**src/rtl/bsr_pkg.sv**
```systemverilog
// Package of the broadcast sequence reorder receiver.
// Holds sizes, field widths, result and packet codes, register indexes
// and the pointer and handle helpers. Depends on nothing.
package bsr_pkg;

  localparam int WAIT_DEPTH   = 8;
  localparam int HANDLE_COUNT = 256;

  localparam int PTR_W = $clog2(WAIT_DEPTH);
  localparam int CNT_W = $clog2(WAIT_DEPTH + 1);

  localparam int TAG_W  = 8;
  localparam int PKND_W = 2;
  localparam int SEQ_W  = 16;
  localparam int LEN_W  = 12;
  localparam int HND_W  = 8;
  localparam int ADDR_W = 32;
  localparam int PORT_W = 16;
  localparam int ENT_W  = SEQ_W + LEN_W + HND_W;

  localparam int IN_DATA_W  = 96;
  localparam int OUT_DATA_W = 88;
  localparam int CFG_IDX_W  = 8;
  localparam int CFG_DATA_W = 16;

  localparam logic [CFG_IDX_W-1:0] REG_RECEIVE_TAG = CFG_IDX_W'(0);
  localparam logic [CFG_IDX_W-1:0] REG_DUP_WINDOW  = CFG_IDX_W'(1);

  localparam logic [SEQ_W-1:0]  DUP_WINDOW_RESET = SEQ_W'(100);
  localparam logic [PKND_W-1:0] PKT_ORIGINAL     = PKND_W'(0);

  typedef enum logic [1:0] {
    RES_COMMIT  = 2'd0,
    RES_REPEAT  = 2'd1,
    RES_DISCARD = 2'd2
  } res_kind_e;

  typedef enum logic [2:0] {
    S_IDLE,
    S_EVAL,
    S_PKT,
    S_READ,
    S_DRAIN
  } state_e;

  typedef logic [255:0][HND_W-1:0] hnd_tbl_t;

  function automatic hnd_tbl_t build_hnd_tbl();
    hnd_tbl_t t;
    for (int i = 0; i < 256; i++) begin
      t[i] = HND_W'(i % HANDLE_COUNT);
    end
    return t;
  endfunction

  // handle modulo the buffer count, as a constant lookup
  localparam hnd_tbl_t HND_TBL = build_hnd_tbl();

  function automatic logic [PTR_W-1:0] ptr_bump(input logic [PTR_W-1:0] p);
    logic [PTR_W-1:0] r;
    if (p == PTR_W'(WAIT_DEPTH - 1)) r = '0;
    else r = p + PTR_W'(1);
    return r;
  endfunction

endpackage

```
**src/rtl/broadcast_seq_reorder_receiver.sv**
```systemverilog
// Top level of the broadcast sequence reorder receiver.
// Uses bsr_pkg (sizes, codes, helpers) and bsr_ram (wait queue store).
//
// Usage: each word on the s_axis channel is one received packet
// descriptor; the m_axis channel carries the results it causes (commit,
// repeat request, discard), with tlast on the final result of a packet.
// A packet may cause no result at all (queued behind an outstanding one).
// The cfg channel writes receive_tag (index 0, also clears the expected
// sequence) and duplicate_window (index 1); write it only while idle.
// Timing: a packet is evaluated in the cycle after it is taken; queued
// entries come out of the wait RAM one per cycle after a read setup
// state, as long as the m_axis receiver takes them. The next packet
// is taken while the last result still waits in the output register.
// When the m_axis receiver stalls, the output register and the drain hold.
// Reset clears tag, window (to 100), expected sequence, repair address and
// queue pointers at once; the wait RAM needs no clearing pass.
module broadcast_seq_reorder_receiver (
  input  logic                          clk_i,
  input  logic                          rst_ni,
  input  logic                          s_axis_tvalid_i,
  output logic                          s_axis_tready_o,
  // packet_tag, sequence_number, payload_length, buffer_handle,
  // sender_address, sender_port, zero pad
  input  logic [bsr_pkg::IN_DATA_W-1:0] s_axis_tdata_i,
  // packet_kind
  input  logic [bsr_pkg::PKND_W-1:0]    s_axis_tuser_i,
  output logic                          m_axis_tvalid_o,
  input  logic                          m_axis_tready_i,
  // result_sequence, result_length, result_handle, request_address,
  // request_port, zero pad
  output logic [bsr_pkg::OUT_DATA_W-1:0] m_axis_tdata_o,
  // result_kind
  output logic [1:0]                    m_axis_tuser_o,
  output logic                          m_axis_tlast_o,
  input  logic                          cfg_valid_i,
  output logic                          cfg_ready_o,
  input  logic [bsr_pkg::CFG_IDX_W-1:0] cfg_index_i,
  input  logic [bsr_pkg::CFG_DATA_W-1:0] cfg_data_i
);

  localparam int SEQ_W  = bsr_pkg::SEQ_W;
  localparam int LEN_W  = bsr_pkg::LEN_W;
  localparam int HND_W  = bsr_pkg::HND_W;
  localparam int ADDR_W = bsr_pkg::ADDR_W;
  localparam int PORT_W = bsr_pkg::PORT_W;
  localparam int PTR_W  = bsr_pkg::PTR_W;
  localparam int CNT_W  = bsr_pkg::CNT_W;
  localparam int ENT_W  = bsr_pkg::ENT_W;

  bsr_pkg::state_e state_q, state_d;

  logic [bsr_pkg::TAG_W-1:0] tag_q, tag_d;
  logic [SEQ_W-1:0]          dw_q, dw_d;
  logic [SEQ_W-1:0]          exp_q, exp_d;
  logic [ADDR_W-1:0]         rep_addr_q, rep_addr_d;
  logic [PORT_W-1:0]         rep_port_q, rep_port_d;
  logic [PTR_W-1:0]          rd_q, rd_d, wr_q, wr_d;
  logic [CNT_W-1:0]          count_q, count_d;
  logic                      out_valid_q, out_valid_d;
  logic                      drain_after_q, drain_after_d;
  logic                      pkt_after_q, pkt_after_d;
  bsr_pkg::res_kind_e        res_kind_q, res_kind_d;
  bsr_pkg::res_kind_e        drain_kind_q, drain_kind_d;

  // captured packet
  logic [bsr_pkg::TAG_W-1:0]  p_tag_q;
  logic [bsr_pkg::PKND_W-1:0] p_kind_q;
  logic [SEQ_W-1:0]           p_seq_q;
  logic [LEN_W-1:0]           p_len_q;
  logic [HND_W-1:0]           p_hnd_q;
  logic [ADDR_W-1:0]          p_addr_q;
  logic [PORT_W-1:0]          p_port_q;

  // output register payload
  logic [1:0]        o_kind_q, o_kind_d;
  logic [SEQ_W-1:0]  o_seq_q, o_seq_d;
  logic [LEN_W-1:0]  o_len_q, o_len_d;
  logic [HND_W-1:0]  o_hnd_q, o_hnd_d;
  logic [ADDR_W-1:0] o_addr_q, o_addr_d;
  logic [PORT_W-1:0] o_port_q, o_port_d;
  logic              o_last_q, o_last_d;
  logic              out_load;

  logic             ram_we, ram_re;
  logic [PTR_W-1:0] ram_raddr;
  logic [ENT_W-1:0] ram_wdata, ram_rdata;

  logic             in_acc, out_free, tag_ok, behind, ahead, dup, jump;
  logic             commit_now, full, q_empty;
  logic [SEQ_W-1:0] diff_b, gap, exp_eff;
  logic [SEQ_W-1:0] e_seq;
  logic [LEN_W-1:0] e_len;
  logic [HND_W-1:0] e_hnd;

  assign s_axis_tready_o = (state_q == bsr_pkg::S_IDLE);
  assign cfg_ready_o     = 1'b1;
  assign in_acc          = s_axis_tvalid_i && s_axis_tready_o;
  assign out_free        = !out_valid_q || m_axis_tready_i;

  assign e_seq = ram_rdata[SEQ_W-1:0];
  assign e_len = ram_rdata[SEQ_W +: LEN_W];
  assign e_hnd = ram_rdata[SEQ_W+LEN_W +: HND_W];

  assign ram_wdata = {p_hnd_q, p_len_q, p_seq_q};

  // packet decision terms, from the captured packet
  assign q_empty    = (count_q == '0);
  assign full       = (count_q >= CNT_W'(bsr_pkg::WAIT_DEPTH));
  assign tag_ok     = (p_tag_q == tag_q);
  assign behind     = (p_seq_q < exp_q);
  assign ahead      = (p_seq_q > exp_q);
  assign diff_b     = exp_q - p_seq_q;
  assign gap        = p_seq_q - exp_q;
  assign dup        = behind && (diff_b < dw_q);
  assign jump       = ahead && q_empty && (gap > SEQ_W'(1));
  assign exp_eff    = jump ? p_seq_q : exp_q;
  assign commit_now = (p_seq_q == exp_eff) || (exp_eff == '0);

  bsr_ram #(
    .WIDTH(ENT_W),
    .DEPTH(bsr_pkg::WAIT_DEPTH)
  ) u_wait_ram (
    .clk_i  (clk_i),
    .we_i   (ram_we),
    .waddr_i(wr_q),
    .wdata_i(ram_wdata),
    .re_i   (ram_re),
    .raddr_i(ram_raddr),
    .rdata_o(ram_rdata)
  );

  always_comb begin
    state_d       = state_q;
    tag_d         = tag_q;
    dw_d          = dw_q;
    exp_d         = exp_q;
    rep_addr_d    = rep_addr_q;
    rep_port_d    = rep_port_q;
    rd_d          = rd_q;
    wr_d          = wr_q;
    count_d       = count_q;
    drain_after_d = drain_after_q;
    pkt_after_d   = pkt_after_q;
    res_kind_d    = res_kind_q;
    drain_kind_d  = drain_kind_q;
    ram_we        = 1'b0;
    ram_re        = 1'b0;
    ram_raddr     = rd_q;
    out_load      = 1'b0;
    o_kind_d      = o_kind_q;
    o_seq_d       = o_seq_q;
    o_len_d       = o_len_q;
    o_hnd_d       = o_hnd_q;
    o_addr_d      = o_addr_q;
    o_port_d      = o_port_q;
    o_last_d      = o_last_q;

    case (state_q)
      bsr_pkg::S_IDLE: begin
        if (in_acc) state_d = bsr_pkg::S_EVAL;
      end
      bsr_pkg::S_EVAL: begin
        drain_after_d = 1'b0;
        pkt_after_d   = 1'b0;
        drain_kind_d  = bsr_pkg::RES_COMMIT;
        res_kind_d    = bsr_pkg::RES_COMMIT;
        // take the repair target from an original, even a late one
        if (tag_ok && p_kind_q == bsr_pkg::PKT_ORIGINAL) begin
          rep_addr_d = p_addr_q;
          rep_port_d = p_port_q;
        end
        if (!tag_ok || dup) begin
          res_kind_d = bsr_pkg::RES_DISCARD;
          state_d    = bsr_pkg::S_PKT;
        end else begin
          if (behind) begin
            // large backward jump: throw the queue away, then commit
            if (q_empty) begin
              state_d = bsr_pkg::S_PKT;
            end else begin
              drain_kind_d = bsr_pkg::RES_DISCARD;
              pkt_after_d  = 1'b1;
              state_d      = bsr_pkg::S_READ;
            end
          end else if (commit_now) begin
            drain_after_d = !q_empty;
            state_d       = bsr_pkg::S_PKT;
          end else if (full) begin
            // oldest entries first, the new packet goes out last
            pkt_after_d = 1'b1;
            state_d     = bsr_pkg::S_READ;
          end else begin
            ram_we  = 1'b1;
            wr_d    = bsr_pkg::ptr_bump(wr_q);
            count_d = count_q + CNT_W'(1);
            if (q_empty) begin
              res_kind_d = bsr_pkg::RES_REPEAT;
              state_d    = bsr_pkg::S_PKT;
            end else begin
              state_d = bsr_pkg::S_IDLE;
            end
          end
        end
      end
      bsr_pkg::S_PKT: begin
        if (out_free) begin
          out_load = 1'b1;
          o_kind_d = res_kind_q;
          o_last_d = !drain_after_q;
          if (res_kind_q == bsr_pkg::RES_REPEAT) begin
            o_seq_d  = exp_q;
            o_len_d  = '0;
            o_hnd_d  = '0;
            o_addr_d = rep_addr_q;
            o_port_d = rep_port_q;
          end else begin
            o_seq_d  = p_seq_q;
            o_len_d  = p_len_q;
            o_hnd_d  = p_hnd_q;
            o_addr_d = '0;
            o_port_d = '0;
          end
          if (res_kind_q == bsr_pkg::RES_COMMIT) exp_d = p_seq_q + SEQ_W'(1);
          pkt_after_d = 1'b0;
          state_d = drain_after_q ? bsr_pkg::S_READ : bsr_pkg::S_IDLE;
        end
      end
      bsr_pkg::S_READ: begin
        ram_re  = 1'b1;
        state_d = bsr_pkg::S_DRAIN;
      end
      bsr_pkg::S_DRAIN: begin
        if (out_free) begin
          out_load = 1'b1;
          o_kind_d = drain_kind_q;
          o_seq_d  = e_seq;
          o_len_d  = e_len;
          o_hnd_d  = e_hnd;
          o_addr_d = '0;
          o_port_d = '0;
          o_last_d = (count_q == CNT_W'(1)) && !pkt_after_q;
          if (drain_kind_q == bsr_pkg::RES_COMMIT) exp_d = e_seq + SEQ_W'(1);
          rd_d    = bsr_pkg::ptr_bump(rd_q);
          count_d = count_q - CNT_W'(1);
          if (count_q > CNT_W'(1)) begin
            // fetch the next entry while this one goes out
            ram_re    = 1'b1;
            ram_raddr = bsr_pkg::ptr_bump(rd_q);
          end else if (pkt_after_q) begin
            drain_after_d = 1'b0;
            state_d       = bsr_pkg::S_PKT;
          end else begin
            state_d = bsr_pkg::S_IDLE;
          end
        end
      end
      default: state_d = bsr_pkg::S_IDLE;
    endcase

    if (cfg_valid_i && cfg_ready_o) begin
      if (cfg_index_i == bsr_pkg::REG_RECEIVE_TAG) begin
        tag_d = cfg_data_i[bsr_pkg::TAG_W-1:0];
        exp_d = '0;
      end else if (cfg_index_i == bsr_pkg::REG_DUP_WINDOW) begin
        dw_d = cfg_data_i;
      end
    end

    if (out_load) out_valid_d = 1'b1;
    else if (m_axis_tready_i) out_valid_d = 1'b0;
    else out_valid_d = out_valid_q;
  end

  always_ff @(posedge clk_i or negedge rst_ni) begin
    if (!rst_ni) begin
      state_q       <= bsr_pkg::S_IDLE;
      tag_q         <= '0;
      dw_q          <= bsr_pkg::DUP_WINDOW_RESET;
      exp_q         <= '0;
      rep_addr_q    <= '0;
      rep_port_q    <= '0;
      rd_q          <= '0;
      wr_q          <= '0;
      count_q       <= '0;
      out_valid_q   <= 1'b0;
      drain_after_q <= 1'b0;
      pkt_after_q   <= 1'b0;
      res_kind_q    <= bsr_pkg::RES_COMMIT;
      drain_kind_q  <= bsr_pkg::RES_COMMIT;
    end else begin
      state_q       <= state_d;
      tag_q         <= tag_d;
      dw_q          <= dw_d;
      exp_q         <= exp_d;
      rep_addr_q    <= rep_addr_d;
      rep_port_q    <= rep_port_d;
      rd_q          <= rd_d;
      wr_q          <= wr_d;
      count_q       <= count_d;
      out_valid_q   <= out_valid_d;
      drain_after_q <= drain_after_d;
      pkt_after_q   <= pkt_after_d;
      res_kind_q    <= res_kind_d;
      drain_kind_q  <= drain_kind_d;
    end
  end

  always_ff @(posedge clk_i) begin
    if (in_acc) begin
      p_tag_q  <= s_axis_tdata_i[7:0];
      p_kind_q <= s_axis_tuser_i;
      p_seq_q  <= s_axis_tdata_i[23:8];
      p_len_q  <= s_axis_tdata_i[35:24];
      p_hnd_q  <= bsr_pkg::HND_TBL[s_axis_tdata_i[43:36]];
      p_addr_q <= s_axis_tdata_i[75:44];
      p_port_q <= s_axis_tdata_i[91:76];
    end
    o_kind_q <= o_kind_d;
    o_seq_q  <= o_seq_d;
    o_len_q  <= o_len_d;
    o_hnd_q  <= o_hnd_d;
    o_addr_q <= o_addr_d;
    o_port_q <= o_port_d;
    o_last_q <= o_last_d;
  end

  assign m_axis_tvalid_o = out_valid_q;
  assign m_axis_tuser_o  = o_kind_q;
  assign m_axis_tlast_o  = o_last_q;
  assign m_axis_tdata_o  = {4'b0, o_port_q, o_addr_q, o_hnd_q, o_len_q, o_seq_q};

`ifndef ASSERT_OFF
  a_count_bound: assert property (@(posedge clk_i) disable iff (!rst_ni)
    count_q <= CNT_W'(bsr_pkg::WAIT_DEPTH))
    else $error("wait queue count above depth");

  a_empty_ptrs: assert property (@(posedge clk_i) disable iff (!rst_ni)
    (count_q == '0) |-> (rd_q == wr_q))
    else $error("empty queue with unequal pointers");

  a_push_count: assert property (@(posedge clk_i) disable iff (!rst_ni)
    ram_we |=> (count_q == $past(count_q) + CNT_W'(1)))
    else $error("queue write without count increment");

  a_drain_nonempty: assert property (@(posedge clk_i) disable iff (!rst_ni)
    (state_q == bsr_pkg::S_DRAIN) |-> (count_q != '0))
    else $error("drain from an empty queue");

  a_valid_source: assert property (@(posedge clk_i) disable iff (!rst_ni)
    $rose(m_axis_tvalid_o) |->
      ($past(state_q) == bsr_pkg::S_PKT || $past(state_q) == bsr_pkg::S_DRAIN))
    else $error("result raised outside an emit state");
`endif

endmodule

```
**src/rtl/bsr_ram.sv**
```systemverilog
// Generic single-write, single-read RAM with registered read data.
// Read data holds while no read is issued. No dependencies.
module bsr_ram #(
  parameter int WIDTH = 36,
  parameter int DEPTH = 8
) (
  input  logic                     clk_i,
  input  logic                     we_i,
  input  logic [$clog2(DEPTH)-1:0] waddr_i,
  input  logic [WIDTH-1:0]         wdata_i,
  input  logic                     re_i,
  input  logic [$clog2(DEPTH)-1:0] raddr_i,
  output logic [WIDTH-1:0]         rdata_o
);

  logic [WIDTH-1:0] mem_q [DEPTH];
  logic [WIDTH-1:0] rdata_q;

  always_ff @(posedge clk_i) begin
    if (we_i) begin
      mem_q[waddr_i] <= wdata_i;
    end
    if (re_i) begin
      rdata_q <= mem_q[raddr_i];
    end
  end

  assign rdata_o = rdata_q;

endmodule

```
**config.mk**
```make
export PLATFORM = sky130hd
export DESIGN_NAME = broadcast_seq_reorder_receiver
export DESIGN_NICKNAME = d
export VERILOG_FILES = /design/src/rtl/bsr_pkg.sv /design/src/rtl/broadcast_seq_reorder_receiver.sv /design/src/rtl/bsr_ram.sv
export SDC_FILE = /design/constraint.sdc
export NUM_CORES = 1
export LEC_CHECK = 0
export ABC_AREA = 0
export BUFFER_PORTS_ARGS = -buffer_cell sky130_fd_sc_hd__buf_2
export CORE_MARGIN = 2
export CORE_UTILIZATION = 50
export DETAILED_ROUTE_END_ITERATION = 8
export PLACE_DENSITY = 0.69
export SLEW_MARGIN = 20
export SYNTH_ARGS = -nofsm -noshare
export SYNTH_HDL_FRONTEND = slang
export SYNTH_HIERARCHICAL = 1
export SYNTH_SLANG_ARGS = --single-unit
```
**constraint.sdc**
```tcl
create_clock -name clk_i -period 13.3 [get_ports clk_i]
set_clock_uncertainty 0.05 [all_clocks]
set_input_delay 0.665 -clock clk_i [delete_from_list [all_inputs] [get_ports clk_i]]
set_output_delay 0.665 -clock clk_i [all_outputs]
set_load 0.005 [all_outputs]
```
-- Word-level counts from Yosys, hierarchy flattened
Memory sizes are Yosys's and may differ from the RTL's. A register that Yosys moved wholly into a read port is not among the register bits.
Cells that the tools add are included.
- bits in registers: 281
- bits in writable memories: 288
- bits in read-only memories: 2048
- bits of input ports: 127
- output and inout bits: 94
- word-level logic and storage cells: 198
- memories kept: 2
- add/sub/neg operators: 8
- $lt $le $gt $ge: 6
- equality and inequality tests: 20
- muxes and demuxes: 94
- bitwise logic cells: 5
- reduce and logical (&&, ||, !) cells: 36
- memory list (name ; depth ; width ; read ports ; clocked after Yosys merged registers in ; wr ports ; RTL line ; RTL):
    (name not given) ; 256 ; 8 ; 1 ; 1 ; 0 ; broadcast_seq_reorder_receiver.sv:314 ; p_hnd_q <= bsr_pkg::HND_TBL[s_axis_tdata_i[43:36]];
    u_wait_ram.mem_q ; 8 ; 36 ; 1 ; 1 ; 1 ; bsr_ram.sv:16 ; logic [WIDTH-1:0] mem_q [DEPTH];
- operators by type and width (operator ; count):
    $mux 16 ; 13
    $mux 32 ; 3
    $pmux 16 s2 ; 3
    $pmux 32 s2 ; 1
    $mux 12 ; 3
    $mux 3 ; 11
    $add 16x1->16 const B ; 2
    $lt 16x16->1 ; 2
    $mux 1 ; 32
    $sub 16x16->16 ; 2
    $mux 8 ; 3
    $pmux 12 s2 ; 1
    $mux 2 ; 11
    $mux 4 ; 5
    $eq 16x16->1 ; 1
    $gt 16x1->1 const B ; 1
    $gt 16x16->1 ; 1
    $logic_not 16->1 ; 1
    $ne 2x2->1 const B ; 8
    $pmux 8 s2 ; 1
    $pmux 3 s5 ; 1
    $eq 3x3->1 const B ; 3
    $eq 8x1->1 const B ; 1
    $eq 8x8->1 ; 1
    other kinds (28) ; 58

-- Longest topological paths before layout
Gate-level depths: netlist of the first run.
- word-level depth: 12
- gate-level depth with buffers: 22
- depth with buffers taken out: 22

-- By module
The synthesis of the first run kept the hierarchy.
- by module, submodules not included (module ; times used ; cells an instance ; area an instance (µm²) ; sequential area each (µm²)):
    broadcast_seq_reorder_receiver ; 1 ; 1174 ; 14032.2 ; 8116.5
    bsr_ram ; 1 ; 465 ; 12223.0 ; 9729.3

-- Worst setup path after synthesis of the first run
No wires, ideal clock.
- path kind: reg2reg
- from: register state_q[2]
- to: register exp_q[12]
- library setup time: 0.132 ns
- data arrival time: 6.318 ns
- data required time: 13.118 ns
- slack: 6.800 ns
- cell stages (with the launch flop): 9
- path buffers: 2
- clock period less this slack: 6.500 ns
- cells stage by stage: dfrtp_1 > clkbuf_1 > nor3b_1 > nor2_1 > nor2_1 > nand3_1 > clkbuf_1 > a222oi_1 > nor2_1
- longest elaborated chain between the ends: 4
- elaborated cells on any way between the ends: 5
- classes of those cells: eq/ne: 2; mux: 3
- ends and longest elaborated chain (what ; RTL line ; RTL):
    start: declaration ; broadcast_seq_reorder_receiver.sv:50 ; bsr_pkg::state_e state_q, state_d;
    start signal: assignment ; broadcast_seq_reorder_receiver.sv:276 ; state_q <= bsr_pkg::S_IDLE;
    start signal: assignment ; broadcast_seq_reorder_receiver.sv:291 ; state_q <= state_d;
    $eq 3x3->1 or $eq 3x2->1 (tied branches) ; broadcast_seq_reorder_receiver.sv:158 ; case (state_q)
    $pmux 16 s2 * ; broadcast_seq_reorder_receiver.sv:158 ;
    $mux 16 ; broadcast_seq_reorder_receiver.sv:261 ; if (cfg_index_i == bsr_pkg::REG_RECEIVE_TAG) begin
    $mux 16 * ; broadcast_seq_reorder_receiver.sv:260 ; if (cfg_valid_i && cfg_ready_o) begin
    named net exp_d[12] ; broadcast_seq_reorder_receiver.sv:54 ; logic [SEQ_W-1:0] exp_q, exp_d;
    end signal: assignment ; broadcast_seq_reorder_receiver.sv:294 ; exp_q <= exp_d;
    end: declaration ; broadcast_seq_reorder_receiver.sv:54 ;
Mark *: on every way through the listed nets, which the timed path passes. The rest lies on a longest branch.
A chain may end at the register's enable or synchronous reset.

-- Worst setup path in the final report of the first run
- from: register p_seq_q[0]
- to: memory u_wait_ram.mem_q[5][13], enable pin
- longest elaborated chain between the ends: 12
- elaborated cells on any way between the ends: 20
- classes of those cells: add/sub: 2; order compare: 4; eq/ne: 1; mux: 7; reduce/logical: 6
- ends and longest elaborated chain (what ; RTL line ; RTL):
    start: declaration ; broadcast_seq_reorder_receiver.sv:68 ; logic [SEQ_W-1:0] p_seq_q;
    start signal: assignment ; broadcast_seq_reorder_receiver.sv:312 ; p_seq_q <= s_axis_tdata_i[23:8];
    $sub 16x16->16 or $gt 16x16->1 (tied branches) ; broadcast_seq_reorder_receiver.sv:113, broadcast_seq_reorder_receiver.sv:111 ;
    $gt 16x1->1 or $logic_and 1x1->1 (tied branches) ; broadcast_seq_reorder_receiver.sv:115 ; assign jump = ahead && q_empty && (gap > SEQ_W'(1));
    $logic_and 1x1->1 ; broadcast_seq_reorder_receiver.sv:115 ;
    $mux 16 ; broadcast_seq_reorder_receiver.sv:116 ; assign exp_eff = jump ? p_seq_q : exp_q;
    $eq 16x16->1 or $logic_not 16->1 (tied branches) ; broadcast_seq_reorder_receiver.sv:117 ; assign commit_now = (p_seq_q == exp_eff) || (exp_eff == '0);
    $logic_or 1x1->1 ; broadcast_seq_reorder_receiver.sv:117 ;
    $mux 1 ; broadcast_seq_reorder_receiver.sv:185 ; end else if (commit_now) begin
    $mux 1 ; broadcast_seq_reorder_receiver.sv:176 ; if (behind) begin
    $mux 1 * ; broadcast_seq_reorder_receiver.sv:172 ; if (!tag_ok || dup) begin
    $mux 1 * ; broadcast_seq_reorder_receiver.sv:158 ;
    named net ram_we ; broadcast_seq_reorder_receiver.sv:84 ; logic ram_we, ram_re;
    $mux 1 * ; bsr_ram.sv:20 ; if (we_i) begin
    $mux 1 (not written as such) * ; bsr_ram.sv:21 ; mem_q[waddr_i] <= wdata_i;
    end: declaration ; bsr_ram.sv:16 ;
Marked as above.

==> results of run 1 <==
==> critical path: stages (launching register included) <==
cell       delay (ps)
edfxtp_1          690
inv_1             170
ha_1              250
fa_1              410
nand2b_1          200
a21oi_1           450
mux2i_1           270
nand3_1           110
nor4_2            310
o2111ai_2         330
o22ai_4           270
nand2_1            90
nor3_1            350
nand2_1           320
nor2_4            400
buf_4             510
==> cell families (layout without fill, tap and decap cells) <==
logic type,after synthesis,in the layout,share of synthesized area
AO/OA/AOI/OAI,212,212,0.05252
buffers and inverters,145,416,0.02731
flip-flops,612,612,0.6797
adder cells (fa/ha/maj),57,57,0.02774
AND/OR/NAND/NOR,349,349,0.06572
other,2,8,0.0002860
multiplexers,194,194,0.1240
XOR/XNOR,68,68,0.02268
==> placed cells by master, fill, tap and decap left out, types with 6 or more instances in the layout <==
cell type,count
dfrtp_1,104
inv_1,67
a21o_1,14
nor3_1,18
xor2_1,35
a31oi_1,7
o21ai_0,65
clkbuf_1,11
clkinv_2,14
buf_4,25
nand3_1,22
clkinv_1,6
xnor2_1,33
nor2_4,8
nor2_1,68
clkbuf_16,62
and2_1,52
bufinv_16,6
nor4_1,13
a21oi_1,56
nand2b_1,8
mux2_2,112
a222oi_1,11
o21a_1,7
buf_2,210
ha_1,55
edfxtp_1,505
mux2i_1,7
nand2_1,105
clkbuf_8,6
nand4_1,13
mux4_1,72
==> metrics by stage <==
stage / util / hold slack, ps
2_1_floorplan: - / 319.4
3_3_place_gp: 0.5422 / 407.6
3_5_place_dp: 0.5423 / 414.8
4_1_cts: 0.5817 / 112.6
5_1_grt: 0.5824 / 121.4
6_report: 0.5825 / 145.4
==> sequential cells by signal, summed over array words and instances (netlist names), 16 cells and up <==
register	count
rep_port_q	16
dw_q	16
u_wait_ram/rdata_o	36
o_port_q	16
o_addr_q	32
o_seq_q	16
p_addr_q	32
u_wait_ram/mem_q	288
exp_q	16
p_seq_q	16
p_port_q	16
rep_addr_q	32
==> report_power, final <==
group	total, mW	switching [mW]	internal (mW)
registers	2.67	0.187	2.49
logic	1.71	0.997	0.712
clock network	1.72	0.717	1.00
==> final cells by class <==
type                       count  share of cell area
inverter                      67            0.008366
antenna                        3           0.0002497
tap                          680             0.02830
clock inverter                33             0.01165
multi-input combinational    885              0.2596
timing repair buffer         237             0.04245
clock buffer                  79             0.05573
sequential                   612              0.5936
==> worst paths after layout <==
check,slack (ps),to,depth (start not counted)
worst min register to register,420,rep_addr_q[11],1
min in group asynchronous,500,rep_addr_q[27],2
worst max register to register,7730,u_wait_ram/mem_q[5][13],15
max in group asynchronous,11310,exp_q[14],3
worst max-delay path,7730,u_wait_ram/mem_q[5][13],15
worst min-delay path,150,p_port_q[1],1
==> what timing repair did <==
item | CTS | global route
setup buffers | 0 | 0
hold buffers | 1 | 0
endpoints found under the hold margin | 18 | 0
gates resized for setup | 0 | 0
==> metal layers <==
| metal | GRT usage | vias to the layer above | share of wire |
|---|---|---|---|
| met5 | 0 | - | 0.0016 |
| met3 | 0.06055 | 96 | 0.079 |
| li1 | - | 6701 | - |
| met1 | 0.2789 | 7367 | 0.42 |
| met4 | 0.05713 | 14 | 0.019 |
| met2 | 0.3487 | 492 | 0.49 |
==> results.sh, run 1 <==
export IMPL_final_cell_count_no_fill=2596
export IMPL_die_x_um=233.2
export IMPL_clk_pin_slew_ps=60
export IMPL_grt_max_degree=75
export IMPL_path_class="flip-flop to flip-flop"
export IMPL_yosys_warnings=6
export IMPL_clockRootBuffer="clkbuf_16"
export IMPL_multi_input_area_um2=7805
export IMPL_fin_tns_setup_ps=0
export IMPL_synth_avg_cell_area_um2=16.02
export IMPL_grt_ovfl_total=0
export IMPL_drt_initial_drc_count=1145
export IMPL_fin_ws_ps=7727
export IMPL_register_area_um2=17850
export IMPL_insertion_delay_ps=640
export IMPL_hold_violations=0
export IMPL_worst_pin_slew_ps=981.0
export IMPL_pre_cts_slack_ps=7797
export IMPL_synth_top_area_cell="edfxtp_1"
export IMPL_avgRoutedWirePerCell_um=21.98
export IMPL_area_growth_pct=14.50
export IMPL_synth_cell_types=80
export IMPL_max_freq_mhz=179.4
export IMPL_std_cell_rows=83
export IMPL_critPathRequiredTime_ps=13500
export IMPL_htreeDepth=2
export IMPL_fin_nets=2047
export IMPL_tritoncts="done"
export IMPL_die_h_um=233.2
export IMPL_status="complete, no violations"
export IMPL_num_fill_cells=3902
export IMPL_min_path_type="input pin to flip-flop"
export IMPL_design_power_total_mw=6.103
export IMPL_synth_common_cells="505 x edfxtp_1, 112 x mux2_2, 105 x nand2_1, 104 x dfrtp_1, 78 x nor2_1"
export IMPL_grt_pass1_wl_um=87200
export IMPL_async_flop_share=0.1748
export IMPL_antenna_found_initial=9
export IMPL_cts_sinks=612
export IMPL_port_buffers=211
export IMPL_leakage_nw=11.42
export IMPL_fin_crit_ps=5573
export IMPL_ys_seq_elements=612
export IMPL_ir_worst_vdd_v=0.0001164
export IMPL_finalCritPeriodShare=0.4190
export IMPL_cp_arrival_ps=5780
export IMPL_dpl_instance_area_um2=27990
export IMPL_clock_path_buffers=3
export IMPL_ys_seq_area_frac=0.6797
export IMPL_wl_um=57070
export IMPL_rsz0062_at_grt="false"
export IMPL_drcViolationCount=0
export IMPL_drive_gt1_frac=0.2530
export IMPL_design_portCount=221
export IMPL_start_kind="flip-flop"
export IMPL_slew_headroom=0.3460
export IMPL_start_util=0.5087
export IMPL_post_synth_inst_count=1639
export IMPL_synth_most_common_cell="edfxtp_1"
export IMPL_powerDensity_nw_per_um2=203.0
export IMPL_end_kind="flip-flop"
export IMPL_cts_made_buffers=60
export IMPL_timing_rr_start="p_seq_q[0]"
export IMPL_finalSetupViolCount=0
export IMPL_final_area_um2=30060
export IMPL_placed_cells=2479
export IMPL_drv_cap=0
export IMPL_min_from="s_axis_tdata_i[77]"
export IMPL_synth_edff_count=505
export IMPL_via_per_inst=5.651
export IMPL_vias=14670
export IMPL_ys_flop_type="edfxtp_1"
export IMPL_cp_max_fo=28
export IMPL_drv_slew=0
export IMPL_dp_hpwl_um=35050
export IMPL_dieArea_um2=54360
export IMPL_grt_usage=0.2125
export IMPL_synth_area_leaders="edfxtp_1 58%, dfrtp_1 9.9%, mux4_1 7.2%"
export IMPL_synth_top_area_share=0.5776
export IMPL_core_area_um2=51610
export IMPL_cp_startpoint="p_seq_q[0]"
export IMPL_mappedNetlistArea_um2=26260
export IMPL_detail_route_antenna_nets=0
export IMPL_gp_congestion=0.8828
export IMPL_dr_pass1_iters=9
export IMPL_grt_pass1_vias=14990
Note: power is estimated with default switching activity, not from simulation.
==> run 2: changes to the inputs <==
--- a/config.mk
+++ b/config.mk
@@ -5,12 +5,12 @@
 export SDC_FILE = /design/constraint.sdc
 export NUM_CORES = 1
 export LEC_CHECK = 0
-export ABC_AREA = 0
+export ABC_AREA = 1
 export BUFFER_PORTS_ARGS = -buffer_cell sky130_fd_sc_hd__buf_2
 export CORE_MARGIN = 2
 export CORE_UTILIZATION = 50
 export DETAILED_ROUTE_END_ITERATION = 8
-export PLACE_DENSITY = 0.69
+export PLACE_DENSITY = 0.68
 export SLEW_MARGIN = 20
 export SYNTH_ARGS = -nofsm -noshare
 export SYNTH_HDL_FRONTEND = slang
==> constraint.sdc (replaced) <==
create_clock -name clk_i -period 5.3 [get_ports clk_i]
set_clock_uncertainty 0.05 [all_clocks]
set_input_delay 0.265 -clock clk_i [delete_from_list [all_inputs] [get_ports clk_i]]
set_output_delay 0.265 -clock clk_i [all_outputs]
set_load 0.005 [all_outputs]
==> run 2 against run 1 <==
Net effect:
- sequential cell count unchanged
- sequential power up 150%
- critical path depth up 8
- via count up 39%
- area after synthesis up 6.9%
- total power rose to 2.8 times the previous value
- global-route usage up 3.2 points
- die area up 6.8%
- utilization up 2.2 points
- register-to-register slack worse by 7400 ps
- sequential share of layout area down 6.0 points
- largest cell class unchanged
==> results.sh, run 2 <==
export IMPL_status="complete, no violations"
export IMPL_grt_pass1_vias=20370
export IMPL_synth_top_area_cell="edfxtp_1"
export IMPL_drv_cap=0
export IMPL_rsz0062_at_grt="false"
export IMPL_final_area_um2=33450
export IMPL_synth_most_common_cell="nand2_1"
export IMPL_finalCritPeriodShare=0.9358
export IMPL_powerDensity_nw_per_um2=509.2
export IMPL_largest_reg_flops=288
export IMPL_tritoncts="done"
export IMPL_dp_hpwl_um=44380
export IMPL_ir_worst_vdd_v=0.0003357
export IMPL_dr_pass1_iters=7
export IMPL_r2r_cells=23
export IMPL_drv_slew=0
export IMPL_register_area_um2=17850
export IMPL_port_buffers=211
export IMPL_async_flop_share=0.1748
export IMPL_avgRoutedWirePerCell_um=17.40
export IMPL_core_area_um2=55310
export IMPL_r2r_end="u_wait_ram/mem_q[1][34]"
export IMPL_hold_end="state_q[0]"
export IMPL_cp_max_fo=14
export IMPL_insertion_delay_ps=610
export IMPL_synth_cell_types=51
export IMPL_start_kind="flip-flop"
export IMPL_grt_pass1_wl_um=109100
export IMPL_synth_avg_cell_area_um2=9.744
export IMPL_vias=20430
export IMPL_reg2reg_slack_ps=340
export IMPL_synth_area_leaders="edfxtp_1 54%, nand2_1 10%, dfrtp_1 9.3%"
export IMPL_utilization=0.6048
export IMPL_die_h_um=240.9
export IMPL_top_register="u_wait_ram/mem_q"
export IMPL_drt_initial_drc_count=1469
export IMPL_worst_pin_slew_ps=1136
export IMPL_gp_congestion=0.9238
export IMPL_multi_input_area_um2=7819
export IMPL_cts_made_buffers=67
export IMPL_slowest_stage="ha_1"
export IMPL_synth_edff_count=505
export IMPL_area_growth_pct=19.15
export IMPL_end_kind="flip-flop"
export IMPL_std_cell_rows=86
export IMPL_synth_common_cells="781 x nand2_1, 516 x inv_1, 505 x edfxtp_1, 237 x nand3_1, 216 x nor2_1"
export IMPL_fin_nets=3401
export IMPL_fin_crit_ps=4960
export IMPL_layout_common_cells="778 x nand2_1, 516 x inv_1, 505 x edfxtp_1"
export IMPL_cts_sinks=612
export IMPL_clock_path_buffers=3
export IMPL_max_freq_mhz=201.6
export IMPL_dpl_instance_area_um2=30180
export IMPL_cp_arrival_ps=5190
export IMPL_ys_seq_area_frac=0.6357
export IMPL_clockRootBuffer="clkbuf_16"
export IMPL_antenna_found_initial=3
export IMPL_drcViolationCount=0
export IMPL_clk_pin_slew_ps=60
export IMPL_critPathRequiredTime_ps=5530
export IMPL_min_path_type="input pin to flip-flop"
export IMPL_synth_top_area_share=0.5402
export IMPL_leakage_nw=15.08
export IMPL_num_fill_cells=4495
export IMPL_dieArea_um2=58050
export IMPL_via_per_inst=5.089
export IMPL_grt_ovfl_total=0
export IMPL_min_from="s_axis_tvalid_i"
export IMPL_yosys_warnings=6
export IMPL_slew_headroom=0.2396
export IMPL_timing_rr_start="exp_q[2]"
export IMPL_die_x_um=240.9
export IMPL_ys_flop_type="edfxtp_1"
export IMPL_drive_gt1_frac=0.1258
export IMPL_ys_seq_elements=612
export IMPL_path_class="flip-flop to flip-flop"
export IMPL_cp_common_cell="nand2_1"
export IMPL_grt_max_degree=73
export IMPL_diodes=0
export IMPL_max_stage_delay_ps=470
export IMPL_crit_chain="inv_1 -> ha_1 -> nand2_1 -> o21ai_0 -> a221o_1 -> nand2_1 -> nand2_1 -> nand2_1 -> o2111ai_1 -> xor2_1 -> inv_1 -> ha_1 -> nand4_1 -> nor3_1 -> a21oi_1 -> nand2_1 -> nand2_1 -> nor2_1 -> nand2_1 -> nor2_4 -> nand2_2 -> nor2_4 -> buf_4"
export IMPL_finalSetupViolCount=0
export IMPL_detail_route_antenna_nets=0
export IMPL_htreeDepth=3
export IMPL_whs_path_depth=5
export IMPL_mostFrequentLayoutCell="nand2_1"
export IMPL_hold_violations=0
export IMPL_post_synth_inst_count=2881
export IMPL_grt_usage=0.2447
export IMPL_wl_um=69860
export IMPL_start_util=0.5076
export IMPL_design_portCount=221
export IMPL_mappedNetlistArea_um2=28070
==> run 2: changes by cell type in the layout (fill, tap and decap cells not counted), sizes merged, moves of 48 or more <==
cell	change
a21oi	+48
mux4	-72
inv	+461
nand2	+683
nor2	+144
dlygate4sd3	+110
and2	-52
nand3	+216
mux2	-115
==> run 2: worst max-delay path, delay by kind of cell, from the launching register on <==
family	cells	cell delay, ps
and+or+nand+nor	13	1900
AOI/OAI and AO/OA	4	860
adders and majority gates	2	780
buffers and inverters	3	460
DFF	1	410
xor gates and xnor gates	1	170
==> run 2: layout make-up <==
cell class | count | area share
inverters | 528 | 0.05936
clock buffers | 90 | 0.05607
repair buffers | 376 | 0.08110
multi-input cells | 1632 | 0.2338
clock inverters | 28 | 0.008192
flip-flops and latches | 612 | 0.5335
well taps | 748 | 0.02798
==> run 2: cells by family after synthesis <==
logic type | after synthesis | synth area share
AO/OA/AOI/OAI | 239 | 0.04662
XOR/XNOR | 34 | 0.01061
adder cells (fa/ha/maj) | 57 | 0.02594
buffers and inverters | 640 | 0.09052
flip-flops | 612 | 0.6357
other | 2 | 0.0002675
AND/OR/NAND/NOR | 1297 | 0.1903
==> run 2: how the worst max path moves through the flow <==
stage | from | to | cells after the start
final | exp_q[2] | u_wait_ram/mem_q[1][34] | 23
after global routing | exp_q[2] | u_wait_ram/mem_q[1][1] | 23
after CTS | exp_q[2] | u_wait_ram/mem_q[1][34] | 23
after detailed placement | exp_q[2] | u_wait_ram/mem_q[1][34] | 23
after global placement | exp_q[1] | u_wait_ram/mem_q[1][34] | 23
after floorplan | p_seq_q[2] | u_wait_ram/mem_q[1][0] | 22
==> run 2: per-stage QoR <==
stage | worst slack (ps) | hold slack, ps | TNS (ps) | total power, mW | cells
3_5_place_dp | 298.4 | 393.1 | 0 | 12.42 | 3785
4_1_cts | 273.1 | 32.87 | 0 | 17.14 | 4014
5_1_grt | 90.70 | 63.92 | 0 | 18.13 | 4014
6_report | 340.0 | 53.68 | 0 | 17.03 | 4014
3_3_place_gp | 419.4 | 391.4 | 0 | 12.29 | 3785
2_1_floorplan | -51.90 | -80.59 | -13080 | 10.62 | 2884
==> run 2: timing repair <==
action                                 4_1_cts  5_1_grt
endpoints found under the hold margin      182        0
setup endpoints to repair                    0       14
buffers inserted                             0        0
hold buffers                               111        0
gates resized for setup                      0        2
==> run 2: power breakdown <==
part	total, mW	internal, mW	switching, mW
Combinational	5.84	1.82	4.02
Clock	4.59	2.73	1.87
Sequential	6.60	6.21	0.386
==> run 2: layer usage <==
metal  global-route usage  wire, um
met1               0.3142     29060
met2               0.4166     34530
met3              0.04003      3649
met4              0.09615      2588
met5                    0        34
